[src/hdl/bounded_id_set_table_core_macros.svh]
// Assertion macros for the bounded id set table.
// Used by bounded_id_set_table_core; expects clk and rst_n in scope.
`ifndef BOUNDED_ID_SET_TABLE_CORE_MACROS_SVH
`define BOUNDED_ID_SET_TABLE_CORE_MACROS_SVH

// Property that must hold at every clock edge outside reset.
`define BIDST_ASSERT_NOW(lbl, expr, msg) \
  lbl: assert property (@(posedge clk) disable iff (!rst_n) (expr)) else $error(msg);

// Antecedent at one edge implies consequent at the next edge.
`define BIDST_ASSERT_NEXT(lbl, ante, cons, msg) \
  lbl: assert property (@(posedge clk) disable iff (!rst_n) (ante) |=> (cons)) \
    else $error(msg);

`endif

[src/hdl/bidst_pkg.sv]
// Shared constants and types for the bounded id set table.
// No dependencies.
package bidst_pkg;

  localparam int CAPACITY = 16;
  localparam int ID_BITS  = 32;
  localparam int IDX_W    = $clog2(CAPACITY);
  localparam int CNT_W    = $clog2(CAPACITY + 1);

  typedef enum logic [1:0] {
    OP_ADD  = 2'd0,
    OP_DEL  = 2'd1,
    OP_FIND = 2'd2,
    OP_READ = 2'd3
  } op_t;

endpackage

[src/hdl/bidst_ram.sv]
// Generic single-write, single-read RAM with registered read data.
// No dependencies.
module bidst_ram #(
  parameter int WIDTH = 32,
  parameter int DEPTH = 16
) (
  input  logic                     clk,
  input  logic                     we,
  input  logic [$clog2(DEPTH)-1:0] waddr,
  input  logic [WIDTH-1:0]         wdata,
  input  logic [$clog2(DEPTH)-1:0] raddr,
  output logic [WIDTH-1:0]         rdata
);

  logic [WIDTH-1:0] mem [DEPTH];
  logic [WIDTH-1:0] rdata_r;

  always_ff @(posedge clk) begin
    if (we) begin
      mem[waddr] <= wdata;
    end
    rdata_r <= mem[raddr];
  end

  assign rdata = rdata_r;

endmodule

[src/hdl/bounded_id_set_table_core.sv]
// Bounded id set table: insertion-ordered set of distinct ids with a held count.
// Depends on bidst_pkg, bidst_ram and bounded_id_set_table_core_macros.svh.
//
// Usage:
//   Input channel: an operation (add, delete, find, read at position) is taken
//   at a rising edge where start is high and busy is low. Operands in_op, in_id
//   and in_position are sampled at that edge only.
//   Result channel: each operation gives exactly one result beat, held on the
//   out_ ports for one cycle with out_valid high. The receiver cannot stall;
//   it must take the beat in that cycle. busy drops in the strobe cycle, so the
//   next operation may be started while the result is on the ports.
//   Config: cfg_wr_en/cfg_wr_data write the reserved id; write only while idle.
// Path from accept to strobe:
//   reserved id operand, full add, out-of-range read: answered from idle.
//   read in range: through S_READ and S_RDATA, then the registered beat.
//   add/find/delete: a walk over the held entries in S_SCAN, one entry per
//   cycle through the entry RAM read port; a delete that hits at position w
//   then shifts the later entries down in S_SHIFT, taking longer than a find.
// Worst case: a delete that hits a full set before its last entry, e.g. the head.
// Reset: synchronous, active low. The count clears and the reserved id returns
// to all ones. The entry RAM is not cleared: only held entries are ever read.
module bounded_id_set_table_core (
  input  logic                           clk,
  input  logic                           rst_n,
  // request channel
  input  logic                           start,
  output logic                           busy,
  input  bidst_pkg::op_t                 in_op,
  input  logic [bidst_pkg::ID_BITS-1:0]  in_id,
  input  logic [bidst_pkg::IDX_W-1:0]    in_position,
  // config
  input  logic                           cfg_wr_en,
  input  logic [bidst_pkg::ID_BITS-1:0]  cfg_wr_data,
  // result channel
  output logic                           out_valid,
  output logic                           out_status,
  output logic                           out_found,
  output logic [bidst_pkg::IDX_W-1:0]    out_index_out,
  output logic [bidst_pkg::ID_BITS-1:0]  out_id_out,
  output logic [bidst_pkg::CNT_W-1:0]    out_count_out
);

  import bidst_pkg::*;

`include "bounded_id_set_table_core_macros.svh"

  // S_SCAN: search held entries; S_SHIFT: delete compaction;
  // S_READ/S_RDATA: read at position through the RAM port.
  typedef enum logic [2:0] {
    S_IDLE,
    S_SCAN,
    S_SHIFT,
    S_READ,
    S_RDATA
  } state_t;

  state_t               state_r, state_nxt;
  op_t                  op_r, op_nxt;
  logic [ID_BITS-1:0]   id_r, id_nxt;
  logic [IDX_W-1:0]     pos_r, pos_nxt;
  logic [ID_BITS-1:0]   reserved_r, reserved_nxt;
  logic [CNT_W-1:0]     count_r, count_nxt;
  // scan: next address to issue, and the compare pending on RAM data
  logic [CNT_W-1:0]     iss_r, iss_nxt;
  logic                 cmp_v_r, cmp_v_nxt;
  logic [IDX_W-1:0]     cmp_idx_r, cmp_idx_nxt;
  // shift: next source to read, and the write pending on RAM data
  logic [CNT_W-1:0]     src_r, src_nxt;
  logic                 wv_r, wv_nxt;
  logic [IDX_W-1:0]     waddr_r, waddr_nxt;
  // registered result beat
  logic                 out_valid_r, out_valid_nxt;
  logic                 out_status_r, out_status_nxt;
  logic                 out_found_r, out_found_nxt;
  logic [IDX_W-1:0]     out_index_r, out_index_nxt;
  logic [ID_BITS-1:0]   out_id_r, out_id_nxt;

  // entry RAM port
  logic                 ram_we;
  logic [IDX_W-1:0]     ram_waddr;
  logic [ID_BITS-1:0]   ram_wdata;
  logic [IDX_W-1:0]     ram_raddr;
  logic [ID_BITS-1:0]   ram_rdata;
  logic                 hit;

  bidst_ram #(
    .WIDTH (ID_BITS),
    .DEPTH (CAPACITY)
  ) u_entries (
    .clk   (clk),
    .we    (ram_we),
    .waddr (ram_waddr),
    .wdata (ram_wdata),
    .raddr (ram_raddr),
    .rdata (ram_rdata)
  );

  assign hit = cmp_v_r && (ram_rdata == id_r);

  always_comb begin
    state_nxt      = state_r;
    op_nxt         = op_r;
    id_nxt         = id_r;
    pos_nxt        = pos_r;
    reserved_nxt   = reserved_r;
    count_nxt      = count_r;
    iss_nxt        = iss_r;
    cmp_v_nxt      = cmp_v_r;
    cmp_idx_nxt    = cmp_idx_r;
    src_nxt        = src_r;
    wv_nxt         = wv_r;
    waddr_nxt      = waddr_r;
    out_valid_nxt  = 1'b0;
    out_status_nxt = 1'b0;
    out_found_nxt  = 1'b0;
    out_index_nxt  = '0;
    out_id_nxt     = '0;
    ram_we         = 1'b0;
    ram_waddr      = waddr_r;
    ram_wdata      = id_r;
    ram_raddr      = iss_r[IDX_W-1:0];

    if (cfg_wr_en) begin
      reserved_nxt = cfg_wr_data;
    end

    case (state_r)
      S_IDLE: begin
        if (start) begin
          op_nxt    = in_op;
          id_nxt    = in_id;
          pos_nxt   = in_position;
          iss_nxt   = '0;
          cmp_v_nxt = 1'b0;
          if (in_op == OP_READ) begin
            if ({1'b0, in_position} >= count_r) begin
              out_valid_nxt  = 1'b1;
              out_status_nxt = 1'b1;
              out_id_nxt     = reserved_r;
            end else begin
              state_nxt = S_READ;
            end
          end else if (in_id == reserved_r ||
                       (in_op == OP_ADD && count_r == CNT_W'(CAPACITY))) begin
            out_valid_nxt  = 1'b1;
            out_status_nxt = 1'b1;
          end else begin
            state_nxt = S_SCAN;
          end
        end
      end

      S_SCAN: begin
        if (hit) begin
          case (op_r)
            OP_DEL: begin
              src_nxt   = {1'b0, cmp_idx_r} + CNT_W'(1);
              wv_nxt    = 1'b0;
              state_nxt = S_SHIFT;
            end
            OP_FIND: begin
              out_valid_nxt = 1'b1;
              out_found_nxt = 1'b1;
              out_index_nxt = cmp_idx_r;
              state_nxt     = S_IDLE;
            end
            default: begin
              // duplicate add: accepted, nothing changes
              out_valid_nxt = 1'b1;
              state_nxt     = S_IDLE;
            end
          endcase
        end else if (iss_r < count_r) begin
          ram_raddr   = iss_r[IDX_W-1:0];
          cmp_v_nxt   = 1'b1;
          cmp_idx_nxt = iss_r[IDX_W-1:0];
          iss_nxt     = iss_r + CNT_W'(1);
        end else begin
          // walked all held entries without a match
          out_valid_nxt = 1'b1;
          state_nxt     = S_IDLE;
          if (op_r == OP_ADD) begin
            ram_we    = 1'b1;
            ram_waddr = count_r[IDX_W-1:0];
            ram_wdata = id_r;
            count_nxt = count_r + CNT_W'(1);
          end else begin
            out_status_nxt = 1'b1;
          end
        end
      end

      S_SHIFT: begin
        // entry[i] <= entry[i+1], one read and one write per cycle
        if (wv_r) begin
          ram_we    = 1'b1;
          ram_waddr = waddr_r;
          ram_wdata = ram_rdata;
        end
        if (src_r < count_r) begin
          ram_raddr = src_r[IDX_W-1:0];
          wv_nxt    = 1'b1;
          waddr_nxt = src_r[IDX_W-1:0] - IDX_W'(1);
          src_nxt   = src_r + CNT_W'(1);
        end else begin
          wv_nxt = 1'b0;
          if (!wv_r) begin
            count_nxt     = count_r - CNT_W'(1);
            out_valid_nxt = 1'b1;
            state_nxt     = S_IDLE;
          end
        end
      end

      S_READ: begin
        ram_raddr = pos_r;
        state_nxt = S_RDATA;
      end

      S_RDATA: begin
        out_valid_nxt = 1'b1;
        out_id_nxt    = ram_rdata;
        state_nxt     = S_IDLE;
      end

      default: begin
        state_nxt = S_IDLE;
      end
    endcase
  end

  always_ff @(posedge clk) begin
    if (!rst_n) begin
      state_r     <= S_IDLE;
      reserved_r  <= '1;
      count_r     <= '0;
      cmp_v_r     <= 1'b0;
      wv_r        <= 1'b0;
      out_valid_r <= 1'b0;
    end else begin
      state_r     <= state_nxt;
      reserved_r  <= reserved_nxt;
      count_r     <= count_nxt;
      cmp_v_r     <= cmp_v_nxt;
      wv_r        <= wv_nxt;
      out_valid_r <= out_valid_nxt;
    end
    op_r         <= op_nxt;
    id_r         <= id_nxt;
    pos_r        <= pos_nxt;
    iss_r        <= iss_nxt;
    cmp_idx_r    <= cmp_idx_nxt;
    src_r        <= src_nxt;
    waddr_r      <= waddr_nxt;
    out_status_r <= out_status_nxt;
    out_found_r  <= out_found_nxt;
    out_index_r  <= out_index_nxt;
    out_id_r     <= out_id_nxt;
  end

  assign busy          = (state_r != S_IDLE);
  assign out_valid     = out_valid_r;
  assign out_status    = out_status_r;
  assign out_found     = out_found_r;
  assign out_index_out = out_index_r;
  assign out_id_out    = out_id_r;
  assign out_count_out = count_r;

  // count never passes capacity
  `BIDST_ASSERT_NOW(a_count_bound, count_r <= CNT_W'(CAPACITY), "held count above capacity")
  // a result beat always leaves the block ready for the next request
  `BIDST_ASSERT_NOW(a_strobe_idle, !out_valid_r || !busy, "result strobe while busy")
  // an accepted request either finishes at once or keeps the block busy
  `BIDST_ASSERT_NEXT(a_accept_progress, start && !busy, busy || out_valid_r, "request lost")
  // entry RAM is only written while an operation is in flight
  `BIDST_ASSERT_NOW(a_write_busy, !ram_we || busy, "entry write while idle")
  // count moves only together with a result beat
  `BIDST_ASSERT_NOW(a_count_with_beat, count_r == $past(count_r) || out_valid_r, "count moved")

endmodule
[config.mk]
export PLATFORM = sky130hd
export DESIGN_NAME = bounded_id_set_table_core
export DESIGN_NICKNAME = d
export VERILOG_FILES = /design/src/hdl/bidst_pkg.sv /design/src/hdl/bidst_ram.sv /design/src/hdl/bounded_id_set_table_core.sv
export VERILOG_INCLUDE_DIRS = /design/src /design/src/hdl
export SDC_FILE = /design/constraint.sdc
export NUM_CORES = 1
export LEC_CHECK = 0
export BUFFER_PORTS_ARGS = -buffer_cell sky130_fd_sc_hd__buf_2
export CAP_MARGIN = 20
export CORE_UTILIZATION = 45
export DETAILED_ROUTE_END_ITERATION = 7
export SLEW_MARGIN = 30
export SYNTH_ARGS = -nofsm -noshare
export SYNTH_HDL_FRONTEND = slang
export SYNTH_SLANG_ARGS = --single-unit
[constraint.sdc]
create_clock -name clk -period 5.25 [get_ports clk]
set_input_delay 0.2625 -clock clk [delete_from_list [all_inputs] [get_ports clk]]
set_output_delay 0.2625 -clock clk [all_outputs]
set_load 0.02 [all_outputs]
After elaboration in Yosys (flattened, before gate mapping)
Memory sizes are Yosys's and may differ from the RTL's. A register that Yosys moved wholly into a read port is not among the register bits.
Index checks and enable logic that the tools add are counted.

word-level totals
  bits in registers = 137
  bits in writable memories = 512
  bits of input ports = 74
  output and inout port bits = 45
  logic and storage cells = 136
  memories = 1

memory list
  name           depth  bits a word  rd ports  clocked after memory_dff  wr ports  line             RTL
  u_entries.mem  16     32           1         1                         1         bidst_ram.sv:15  logic [WIDTH-1:0] mem [DEPTH];

cells by class
  add/subtract/negate cells = 6
  $lt $le $gt $ge = 3
  equality and inequality tests = 23
  muxes and demuxes = 66
  bitwise gates (word level) = 1
  reduce and logical (&&, ||, !) cells = 19

operator list
  operator                                                             number
  32-bit two-way mux                                                   5
  32-bit == test                                                       2
  32-bit one-hot mux with 2 select lines                               1
  5-bit two-way mux                                                    11
  5-bit one-hot mux with 2 select lines                                3
  1-bit two-way mux                                                    25
  3-bit two-way mux                                                    8
  4-bit two-way mux                                                    5
  2-bit != test (second input constant)                                9
  5-bit by 1-bit adder with 5-bit output (second input constant)       3
  3-bit one-hot mux with 4 select lines                                1
  6-bit AND reduction                                                  2
  5-bit less-than comparator                                           2
  3-bit != test (second input constant)                                3
  3-bit AND reduction                                                  3
  1-bit one-hot mux with 2 select lines                                4
  4-bit one-hot mux with 2 select lines                                1
  4-bit AND reduction                                                  2
  3-bit by 2-bit == test with 1-bit output (second input constant)     2
  2-bit AND reduction                                                  3
  4-bit by 1-bit adder with 5-bit output (second input constant)       1
  5-bit == test (second input constant)                                1
  4-bit by 5-bit >= comparator with 1-bit output                       1
  5-bit by 1-bit subtractor with 5-bit output (second input constant)  1
  15 further kinds                                                     19

Logic depth before layout (Yosys ltp)
Gate-level depths: netlist of run 1.

  word-level depth = 7
  gate-level depth with buffers = 13
  depth with buffers taken out = 10

Hierarchy
From an unflattened synthesis of run 1, not the netlist that was laid out.

unflattened totals
  cells, all modules = 1396
  area, all modules = 26292.7 um^2

modules (own cells, without submodules)
  module                     instances  cells an instance  area an instance (um^2)  seq. area each (um^2)
  bidst_ram                  1          838                19836.5                  16015.4
  bounded_id_set_table_core  1          558                6456.2                   3303.2

Least setup slack after synthesis of run 1
OpenSTA, ideal clock, no wires.

  path kind = register to register
  start point = reg count_r[1], in the netlist out_count_out[1]
  end point = mem u_entries.mem[15][0], enable pin
  library setup time = 0.472 ns
  data arrival time = 4.526 ns
  data required time = 4.778 ns
  slack = 0.252 ns
  stages on the path, launching flop included = 10
  buffers on the path = 2
  period minus slack after synthesis = 4.998 ns
  path through = dfxtp_1 -> inv_1 -> ha_1 -> a21o_1 -> a21o_1 -> a31oi_1 -> or3_1 -> clkbuf_1 -> clkbuf_1 -> o32ai_1

between the ends
  cells in the longest elaborated chain, start to end = 6
  elaborated cells between the ends (all ways) = 10
  those cells by class = order compare: 1; mux: 9

ends and longest elaborated chain
  item                                     line                              RTL
  start, declared                          bounded_id_set_table_core.sv:62   logic [CNT_W-1:0] count_r, count_nxt;
  start signal, assigned                   bounded_id_set_table_core.sv:243  count_r <= count_nxt;
  5-bit less-than comparator               bounded_id_set_table_core.sv:173  end else if (iss_r < count_r) begin
  1-bit two-way mux                        bounded_id_set_table_core.sv:173
  1-bit two-way mux                        bounded_id_set_table_core.sv:154  if (hit) begin
  1-bit one-hot mux with 2 select lines    bounded_id_set_table_core.sv:127  case (state_r)
  1-bit two-way mux                        bidst_ram.sv:19                   if (we) begin
  1-bit two-way mux (not written as such)  bidst_ram.sv:20                   mem[waddr] <= wdata;
  end, declared                            bidst_ram.sv:15

Several ways; a longest one is shown, not always the timed one.

Final worst setup path of run 1
  start point = reg count_r[2], in the netlist out_count_out[2]
  end point = reg u_entries.rdata_r[11], in the netlist u_entries.rdata[11] (read register of u_entries.mem)

between the ends
  cells in the longest elaborated chain, start to end = 3

ends and longest elaborated chain
  item                                   line                              RTL
  5-bit less-than comparator             bounded_id_set_table_core.sv:200  if (src_r < count_r) begin
  4-bit two-way mux                      bounded_id_set_table_core.sv:200
  4-bit one-hot mux with 2 select lines  bounded_id_set_table_core.sv:127
  end, declared                          bidst_ram.sv:16                   logic [WIDTH-1:0] rdata_r;

No other way between the ends.
A chain may end at the register's enable or synchronous reset.

==> run_results.csv, run 1 <==
group,metric,value,unit
critical_path,crit_path_cell_trace,"inv_1 -> ha_1 -> a21o_1 -> a31oi_2 -> o31ai_1 -> a222oi_1 -> buf_2 -> or3_2 -> buf_12 -> o22ai_1 -> or4_1",
logic_synthesis,synth_area_leaders,"edfxtp_1, mux2i_1, dfxtp_1",
timing,rsz0062_at_grt,"false",
critical_path,crit_arrival,4.55,ns
power,ir_drop,0.308,mV
timing,period_minus_slack,4.09,ns
critical_path,cpPeakStageDelay,0.60,ns
timing,fin_crit_sh,0.779,
timing,slew_headroom,0.319,
placement,dp.final_hpwl,44.0,mm
status,outcome,"complete, no violations",
drt,viasPerCell,5.77,
critical_path,required,5.71,ns
logic_synthesis,synth_top_cell_by_area,"edfxtp_1",
timing,fmax,244,MHz
critical_path,crit_buf_inv,3,
critical_path,cp_slowest_cell,"or3_2",
power,power.total,13.0,mW
logic_synthesis,synth-main-ff-cell,"edfxtp_1",
clock_network,clk_latency,0.61,ns
logic_synthesis,yosysWarningCount,0,
timing,hold_viol,0,
power,leakage,11.9,nW
clock_network,cts_made_buffers,71,
floorplanning,die_y,246,µm
floorplanning,die_x,246,µm
timing,holdWs,0.0888,ns
floorplanning,initial_core_util,0.459,
finish,drive_above_1_share,0.154,
floorplanning,ios,119,
drt,drtPass1Iterations,5,
logic_synthesis,synth_edf_count,568,
timing,setup_viol,0,
critical_path,cp_top_family,"compound AO/OA/AOI/OAI gates",
finish,area.growth.synth_to_final,18.1,%
timing,tns,0,ns
critical_path,critPathCaptureType,"register",
drt,drt_iter0_markers,1644,
logic_synthesis,yosysMostFrequentCell,"edfxtp_1",
logic_synthesis,ys_seq_area_frac,0.723,
floorplanning,die_area,60300,µm²
clock_network,path_clk_slew,0.06,ns
drt,ant_nets,0,
power,powerDensity,412,nW/µm²
clock_network,ctsRootBufferMaster,"clkbuf_16",
finish,n_antenna_cell,0,
floorplanning,num_rows,88,
global_routing,grt_pass1_wl,106,mm
logic_synthesis,yosys.cell_types.count,57,
logic_synthesis,synth_area_per_cell,15.7,µm²
finish,layout.nets,2021,
global_routing,grt_use_total,0.244,
min_path,hp-class,"in2reg",
global_routing,top_usage_layer,"met2",
finish,fillers,4677,
global_routing,met2_usage,0.383,
logic_synthesis,async_reset_ff_frac,0,
logic_synthesis,ys_seq_elements,681,
run,cap_viol_max_count,0,
global_routing,overflow,0,
logic_synthesis,netlist.area_leader.share,0.639,
global_routing,grtUsageMet1,0.349,
drt,wirelength,73.7,mm
clock_network,cts_tree,"yes",
drt,drc,0,
placement,dp_slack,1.17,ns
clock_network,post_cts_buffers,0,
clock_network,htree_num_levels,3,
placement,port_buffers,118,
finish,multi_input_area,7100,µm²
global_routing,grt_max_degree,69,
finish,seqCellArea,19300,µm²
timing,tightest_slew,1.01,ns
global_routing,antenna_found_initial,0,
logic_synthesis,netlist_area,26700,µm²
timing,setup_ws,1.16,ns
global_routing,grt_pass1_vias,15500,
floorplanning,core-area,58100,µm²
global_routing,met3_usage,0.0437,
logic_synthesis,ys_top_cells_by_count,"edfxtp_1, mux2i_1, nand2_1",
logic_synthesis,synthesis.nets,1795,
timing,slew_viol_final,0,
clock_network,numClockSinks,681,
critical_path,cp_max_fo,17,
placement,gp_congestion,0.935,
drt,via_count,15900,
critical_path,crit_path_start_kind,"register",
timing,final.setup_skew,0.0239,ns
drt,wl_per_cell,26.8,µm
logic_synthesis,syn_inst,1702,
critical_path,criticalPathCategory,"reg2reg",
clock_network,cts_buffer_depth,3,
[final cells by class]
| cell class | count | area share |
|---|---|---|
| clock buffer | 98 | 0.0651 |
| clock inverter | 33 | 0.00702 |
| inverter | 21 | 0.00266 |
| multi-input combinational | 917 | 0.225 |
| sequential | 681 | 0.613 |
| tap | 765 | 0.0303 |
| timing repair buffer | 236 | 0.0572 |
[power breakdown]
part	internal (mW)	total (mW)	leakage, nW	switching, mW
Clock	2.84	4.87	1.12	2.04
Combinational	0.638	1.72	4.69	1.08
Sequential	6.12	6.40	6.07	0.280
Total	9.60	13.0	11.9	3.39
[sequential cells by signal, summed over array words and instances, names as in the netlist, 2 cells and up]
register and flops:
out_count_out 5, src_r 5, id_r 32, reserved_r 32
op_r 2, out_id_out 32, cmp_idx_r 4, state_r 3
pos_r 4, u_entries.rdata 32, out_index_out 4, iss_r 5
u_entries.mem 512, waddr_r 4
[stage by stage]
stage | utilization | std cells | instance area, µm²
floorplan | - | 1702 | 26700
detailed placement | 0.491 | 2550 | 28600
global placement | 0.490 | 2545 | 28500
CTS | 0.542 | 2751 | 31500
global route | 0.543 | 2751 | 31500
finish | 0.543 | 2751 | 31500
[repair_timing]
item,CTS,global route
gates resized for setup,0,0
hold buffers,70,0
hold endpoints to repair,70,0
[cell families after synthesis]
family / count (synthesis) / synth area share
compound gates: 234 / 0.0605
mux: 288 / 0.108
simple gates: 306 / 0.0558
buf+inv: 104 / 0.0203
flops: 681 / 0.723
xor+xnor: 70 / 0.0230
fa+ha+maj: 19 / 0.00918
[worst min-delay path: cells and delay by family]
kind,cells,cell delay (ns)
buf+inv,1,0.11
compound gates,2,0.26
[final timing paths]
path | startpoint | endpoint | slack (ns) | depth (start not counted)
min reg2reg | cmp_idx_r[1]$_DFFE_PP_ | out_index_out[1]$_SDFF_PN0_ | 0.49 | 1
min | start | out_status$_DFF_P_ | 0.09 | 3
max | out_count_out[2]$_SDFFE_PN0P_ | u_entries.rdata[11]$_DFF_P_ | 1.16 | 11
max reg2reg | out_count_out[2]$_SDFFE_PN0P_ | u_entries.rdata[11]$_DFF_P_ | 1.16 | 11
[layout by cell type (no fill, tap or decap), types with 5 or more instances in the layout]
master	count
or4_1	36
ha_1	18
buf_4	33
nand2b_1	6
nand3_1	17
and2_1	8
o31ai_4	7
edfxtp_1	568
dlygate4sd3_1	70
clkbuf_1	13
clkbuf_8	11
a22o_1	34
xor2_1	60
buf_12	11
mux2i_1	288
a21oi_1	9
nor4_1	23
nand4_1	5
dfxtp_1	113
o21ai_0	10
xnor2_1	10
nor3_1	9
clkinv_2	11
inv_1	18
buf_2	118
clkinv_1	14
nand2_1	158
clkbuf_16	74
nor2_1	15
a21o_1	7
o22ai_1	130
[routing by layer]
metal | vias to the layer above | routed length [µm]
li1 | 7072 | -
met1 | 7954 | 32000
met2 | 735 | 33900
met3 | 104 | 5930
met4 | 0 | 1860
met5 | - | 0
Note: power is estimated with default switching activity, not from simulation.
==> run 2, diff against run 1 <==
==> constraint.sdc (replaced) <==
create_clock -name clk -period 4.19 [get_ports clk]
set_input_delay 0.2095 -clock clk [delete_from_list [all_inputs] [get_ports clk]]
set_output_delay 0.2095 -clock clk [all_outputs]
set_load 0.02 [all_outputs]
==> run 2 against run 1 <==
Via count grew 1.8%; wire length rose by 2.8%; first-iteration DRC count is 6.2% lower; non-clock buffer count up 10; final area grew 1.6%; global-route usage up 0.68 points; highest routed layer unchanged; sequential share of layout area fell by 0.97 points.
==> run_results.csv, run 2 (synthesis gave the netlist of run 1 again) <==
group,metric,value,unit
drt,viasPerCell,5.84,
timing,slew_headroom,0.401,
timing,tns,0,ns
finish,fillers,4637,
critical_path,crit_buf_inv,3,
clock_network,numClockSinks,681,
min_path,whs_endpoint,"reserved_r[7]$_SDFFE_PN1P_",
clock_network,path_clk_slew,0.06,ns
timing,slew_viol_final,0,
finish,top_register,"u_entries.mem",
floorplanning,ios,119,
clock_network,cts_made_buffers,72,
critical_path,criticalPathCategory,"reg2reg",
power,powerDensity,529,nW/µm²
finish,final_area,32000,µm²
critical_path,critPathCaptureType,"register",
timing,rsz0062_at_grt,"false",
finish,n_antenna_cell,0,
min_path,hp-class,"in2reg",
critical_path,cpPeakStageDelay,0.68,ns
clock_network,cts_tree,"yes",
finish,mostFrequentLayoutCell,"edfxtp_1",
status,outcome,"complete, no violations",
timing,period_minus_slack,3.97,ns
floorplanning,num_rows,88,
clock_network,ctsRootBufferMaster,"clkbuf_16",
drt,wirelength,75.7,mm
floorplanning,die_x,246,µm
floorplanning,initial_core_util,0.459,
power,ir_drop,0.388,mV
run,cap_viol_max_count,0,
critical_path,crit_top_cell,"buf_12",
global_routing,top_usage_layer,"met2",
global_routing,met3_usage,0.0454,
critical_path,r2r-start,"src_r[2]$_DFFE_PP_",
min_path,hold_depth,2,
critical_path,reg2reg_to,"u_entries.rdata[22]$_DFF_P_",
floorplanning,die_y,246,µm
finish,largest_reg_flops,512,
timing,final.setup_skew,0.0183,ns
finish,area.growth.synth_to_final,20.0,%
timing,fmax,252,MHz
critical_path,crit_path_start_kind,"register",
clock_network,clk_latency,0.60,ns
global_routing,antenna_found_initial,1,
global_routing,overflow,0,
clock_network,cts_buffer_depth,3,
critical_path,cp_max_fo,15,
placement,port_buffers,118,
min_path,worstHoldStart,"rst_n",
placement,post-place-cells,2560,
global_routing,met2_usage,0.396,
critical_path,rrSetupSlack,0.22,ns
floorplanning,die_area,60300,µm²
drt,ant_nets,0,
timing,fin_crit_sh,0.947,
critical_path,cp_top_family,"compound AO/OA/AOI/OAI gates",
critical_path,rr_worst_depth,11,
global_routing,grtUsageMet1,0.355,
clock_network,htree_num_levels,3,
timing,setup_ws,0.220,ns
floorplanning,core-area,58100,µm²
placement,gp_congestion,0.869,
global_routing,grt_pass1_wl,109,mm
placement,dpl_cell_area,28800,µm²
critical_path,required,4.64,ns
clock_network,post_cts_buffers,0,
drt,drtPass1Iterations,5,
drt,via_count,16100,
placement,dp_slack,0.251,ns
critical_path,crit_path_cell_trace,"ha_1 -> a21o_1 -> a31oi_2 -> o31ai_1 -> a222oi_1 -> buf_12 -> buf_12 -> buf_12 -> mux2i_1 -> o22ai_1 -> or4_1",
timing,hold_viol,0,
critical_path,crit_arrival,4.42,ns
global_routing,grt_use_total,0.251,
global_routing,grt_pass1_vias,15900,
global_routing,grt_max_degree,58,
drt,drt_iter0_markers,1542,
drt,drc,0,
finish,drive_above_1_share,0.163,
power,leakage,12.1,nW
finish,mostFrequentLayoutCells,"edfxtp_1, mux2i_1, nand2_1",
drt,wl_per_cell,27.4,µm
critical_path,cp_slowest_cell,"a222oi_1",
placement,dp.final_hpwl,44.8,mm
timing,setup_viol,0,
timing,tightest_slew,0.896,ns
finish,layout.nets,2032,
finish,finalNonFillerCells,2763,
-- run 2: power by group --
| group | switching, mW | internal [mW] | leakage (nW) |
|---|---|---|---|
| clock | 2.62 | 4.08 | 1.23 |
| sequential | 0.277 | 7.67 | 6.07 |
| combinational | 1.43 | 0.874 | 4.80 |
-- run 2: layout make-up --
cell class / count / area (µm²) / share of cell area
clock buffer: 102 / 2110 / 0.0659
clock inverter: 31 / 398 / 0.0124
inverter: 21 / 83.8 / 0.00262
multi-input combinational: 917 / 7110 / 0.222
sequential: 681 / 19300 / 0.603
tap: 765 / 957 / 0.0299
timing repair buffer: 246 / 2060 / 0.0644
-- run 2: metal layers --
| metal | wire (µm) | part of all wire |
|---|---|---|
| met1 | 33100 | 0.44 |
| met4 | 1750 | 0.023 |
| met2 | 35100 | 0.46 |
| met3 | 5790 | 0.077 |
| met5 | 0 | 0 |
-- run 2: stage by stage --
| step | total power [mW] | utilization | hold WS [ns] |
|---|---|---|---|
| 2_1_floorplan | 9.38 | - | 0.308 |
| 3_3_place_gp | 10.3 | 0.495 | 0.412 |
| 3_5_place_dp | 10.3 | 0.496 | 0.419 |
| 4_1_cts | 17.0 | 0.551 | 0.000608 |
| 5_1_grt | 17.4 | 0.551 | 0.0603 |
| 6_report | 17.0 | 0.551 | 0.0503 |
-- run 2: worst max-delay path by stage --
| stage | startpoint | end | slack (ns) | depth (start not counted) |
|---|---|---|---|---|
| global route | out_count_out[2]$_SDFFE_PN0P_ | u_entries.rdata[21]$_DFF_P_ | 0.1 | 12 |
| floorplan | out_count_out[1]$_SDFFE_PN0P_ | u_entries.mem[5][0]$_DFFE_PP_ | -0.80 | 9 |
| global placement | out_count_out[2]$_SDFFE_PN0P_ | u_entries.rdata[22]$_DFF_P_ | 0.30 | 12 |
| CTS | out_count_out[2]$_SDFFE_PN0P_ | u_entries.rdata[22]$_DFF_P_ | 0.22 | 12 |
| detailed placement | out_count_out[2]$_SDFFE_PN0P_ | u_entries.rdata[22]$_DFF_P_ | 0.25 | 12 |
| finish | src_r[2]$_DFFE_PP_ | u_entries.rdata[22]$_DFF_P_ | 0.22 | 11 |
-- run 2: what timing repair did --
action | 4_1_cts | 5_1_grt
setup endpoints to repair | 0 | 1
gates resized for setup | 0 | 2
hold buffers | 70 | 0
endpoints found under the hold margin | 70 | 0
-- run 2: worst register-to-register path, cell delays in order (launching register included) --
cell      delay [ns]
edfxtp_1        0.52
ha_1            0.37
a21o_1          0.20
a31oi_2         0.20
o31ai_1         0.21
a222oi_1        0.68
buf_12          0.21
buf_12          0.19
buf_12          0.21
mux2i_1         0.34
o22ai_1         0.14
or4_1           0.57
==> run 3, diff against run 2 <==
--- a/config.mk
+++ b/config.mk
@@ -6,10 +6,12 @@
 export SDC_FILE = /design/constraint.sdc
 export NUM_CORES = 1
 export LEC_CHECK = 0
+export ABC_AREA = 1
 export BUFFER_PORTS_ARGS = -buffer_cell sky130_fd_sc_hd__buf_2
 export CAP_MARGIN = 20
-export CORE_UTILIZATION = 45
+export CORE_UTILIZATION = 62
 export DETAILED_ROUTE_END_ITERATION = 7
+export PLACE_DENSITY = 0.8
 export SLEW_MARGIN = 30
 export SYNTH_ARGS = -nofsm -noshare
 export SYNTH_HDL_FRONTEND = slang
==> run 3 against run 2 <==
Fmax rose by 4.7%; power grew 49%; wire length up 16%; largest cell class unchanged.
==> run_results.csv, run 3 <==
group,metric,value,unit
status,outcome,"complete, no violations",
logic_synthesis,ys_top_cells_by_count,"nand3_1, inv_1, edfxtp_1",
floorplanning,die_area,50000,µm²
critical_path,startpoint,"u_entries.rdata[7]$_DFF_P_",
global_routing,met3_usage,0.0655,
logic_synthesis,netlist.area_leader.share,0.560,
drt,drc,0,
drt,wirelength,87.6,mm
critical_path,r2r-start,"u_entries.rdata[7]$_DFF_P_",
drt,wl_per_cell,22.1,µm
timing,rsz0062_at_grt,"false",
clock_network,numClockSinks,681,
critical_path,required,4.50,ns
critical_path,reg2reg_to,"u_entries.mem[8][25]$_DFFE_PP_",
finish,mostFrequentLayoutCell,"nand3_1",
global_routing,grt_max_degree,95,
timing,hold_viol,0,
logic_synthesis,ys_seq_elements,681,
logic_synthesis,yosys.cell_types.count,38,
power,ir_drop,0.490,mV
clock_network,htree_num_levels,3,
logic_synthesis,syn_inst,3097,
drt,drtPass1Iterations,6,
clock_network,post_cts_buffers,0,
global_routing,top_usage_layer,"met2",
critical_path,crit_top_cell,"nand2_1",
global_routing,overflow,0,
logic_synthesis,yosysMostFrequentCell,"nand3_1",
drt,viasPerCell,5.96,
placement,gp_congestion,0.912,
drt,drt_iter0_markers,2869,
critical_path,crit_path_cell_trace,"inv_1 -> nand2_1 -> nand3_1 -> nor2_1 -> nand2_1 -> nor2_1 -> nand3_1 -> nand3_1 -> nand2_1 -> o21ai_0 -> nand2_1 -> nor2_4 -> buf_12",
power,powerDensity,713,nW/µm²
critical_path,crit_path_start_kind,"register",
critical_path,critPathCaptureType,"register",
critical_path,rr_worst_depth,13,
floorplanning,die_x,224,µm
logic_synthesis,synth-main-ff-cell,"edfxtp_1",
finish,drive_above_1_share,0.105,
timing,slew_headroom,0.310,
timing,tightest_slew,1.03,ns
clock_network,cts_buffer_depth,3,
logic_synthesis,synth_area_leaders,"edfxtp_1, nand3_1, dfxtp_1",
clock_network,clk_latency,0.62,ns
global_routing,grt_pass1_wl,133,mm
timing,final.setup_skew,0.0227,ns
critical_path,cp_max_fo,19,
logic_synthesis,ys_seq_area_frac,0.635,
floorplanning,num_rows,80,
timing,fin_crit_sh,0.905,
finish,mostFrequentLayoutCells,"nand3_1, inv_1, edfxtp_1",
drt,ant_nets,0,
logic_synthesis,async_reset_ff_frac,0,
global_routing,grt_pass1_vias,22900,
power,leakage,15.3,nW
placement,dp.final_hpwl,55.6,mm
critical_path,cpPeakStageDelay,0.54,ns
logic_synthesis,netlist_area,30400,µm²
global_routing,grtUsageMet1,0.461,
floorplanning,initial_core_util,0.634,
clock_network,cts_made_buffers,69,
clock_network,cts_tree,"yes",
timing,period_minus_slack,3.79,ns
timing,setup_viol,0,
placement,port_buffers,118,
timing,tns,0,ns
finish,fillers,3172,
critical_path,criticalPathCategory,"reg2reg",
power,power.total,25.2,mW
logic_synthesis,synth_edf_count,568,
global_routing,grt_use_total,0.354,
critical_path,cp_slowest_cell,"nor2_4",
finish,layout.nets,3391,
critical_path,crit_arrival,4.10,ns
floorplanning,die_y,224,µm
critical_path,crit_end,"u_entries.mem[8][25]$_DFFE_PP_",
finish,largest_reg_flops,512,
logic_synthesis,synth_area_per_cell,9.83,µm²
clock_network,cts_resized,0,
critical_path,rrSetupSlack,0.40,ns
logic_synthesis,synth_top_cell_by_area,"edfxtp_1",
finish,top_register,"u_entries.mem",
floorplanning,ios,119,
timing,slew_viol_final,0,
clock_network,path_clk_slew,0.06,ns
min_path,hp-class,"in2reg",
logic_synthesis,yosysWarningCount,0,
clock_network,ctsRootBufferMaster,"clkbuf_16",
drt,via_count,23700,
global_routing,met2_usage,0.577,
floorplanning,core-area,48000,µm²
global_routing,antenna_found_initial,3,
timing,fmax,264,MHz
logic_synthesis,synthesis.nets,3190,
finish,area.growth.synth_to_final,16.1,%
run,cap_viol_max_count,0,
run 3: cell type report:
cell class | instances | area, µm² | share of cell area
multi-input combinational | 1677 | 8410 | 0.238
tap | 615 | 769 | 0.0218
antenna | 3 | 7.51 | 0.000212
timing repair buffer | 284 | 2380 | 0.0673
clock inverter | 35 | 392 | 0.0111
inverter | 585 | 2200 | 0.0621
sequential | 681 | 19300 | 0.547
clock buffer | 90 | 1870 | 0.0529
run 3: power by group:
group	internal, mW	switching [mW]	total, mW
Combinational	3.02	7.36	10.4
Sequential	8.20	0.396	8.59
Clock	3.61	2.62	6.22
run 3: worst min path at each step:
stage	endpoint	start	cells after the start
2_1_floorplan	reserved_r[11]$_SDFFE_PN1P_	rst_n	1
3_3_place_gp	id_r[4]$_DFFE_PP_	in_id[4]	1
3_5_place_dp	id_r[4]$_DFFE_PP_	in_id[4]	1
4_1_cts	reserved_r[0]$_SDFFE_PN1P_	cfg_wr_en	2
5_1_grt	reserved_r[0]$_SDFFE_PN1P_	cfg_wr_en	2
6_report	reserved_r[0]$_SDFFE_PN1P_	cfg_wr_en	2
run 3: worst max-delay path: cells and delay by family, from the launching register on:
family	cells	cell delay, ns
AOI/OAI and AO/OA	1	0.16
buffers and inverters	2	0.42
DFF	1	0.52
and+or+nand+nor	10	2.38
run 3: per-layer routing:
layer  up-vias  wire length [µm]
li1      10700                 -
met1     11200             32300
met2      1464             42300
met3       288              8660
met4         2              4370
met5         -                13
run 3: cell families after synthesis:
logic type / Yosys count / synth area share
AND/OR/NAND/NOR: 1448 / 0.221
buffers and inverters: 739 / 0.0966
flip-flops: 681 / 0.635
AO/OA/AOI/OAI: 184 / 0.0321
XOR/XNOR: 26 / 0.00748
adder cells (fa/ha/maj): 19 / 0.00806
run 3: metrics by stage:
stage / util / hold slack (ns) / cells / worst slack, ns / cell area, µm²
4_1_cts: 0.735 / 0.296 / 3967 / 0.487 / 35300
3_3_place_gp: 0.672 / 0.422 / 3767 / 0.618 / 32300
6_report: 0.736 / 0.140 / 3970 / 0.397 / 35300
3_5_place_dp: 0.673 / 0.415 / 3767 / 0.538 / 32300
2_1_floorplan: - / 0.294 / 3097 / 0.315 / 30400
5_1_grt: 0.735 / 0.138 / 3968 / 0.198 / 35300
run 3: repair_timing:
item,4_1_cts,5_1_grt
endpoints found under the hold margin,74,0
endpoints found under the setup margin,0,0
hold buffers,75,0
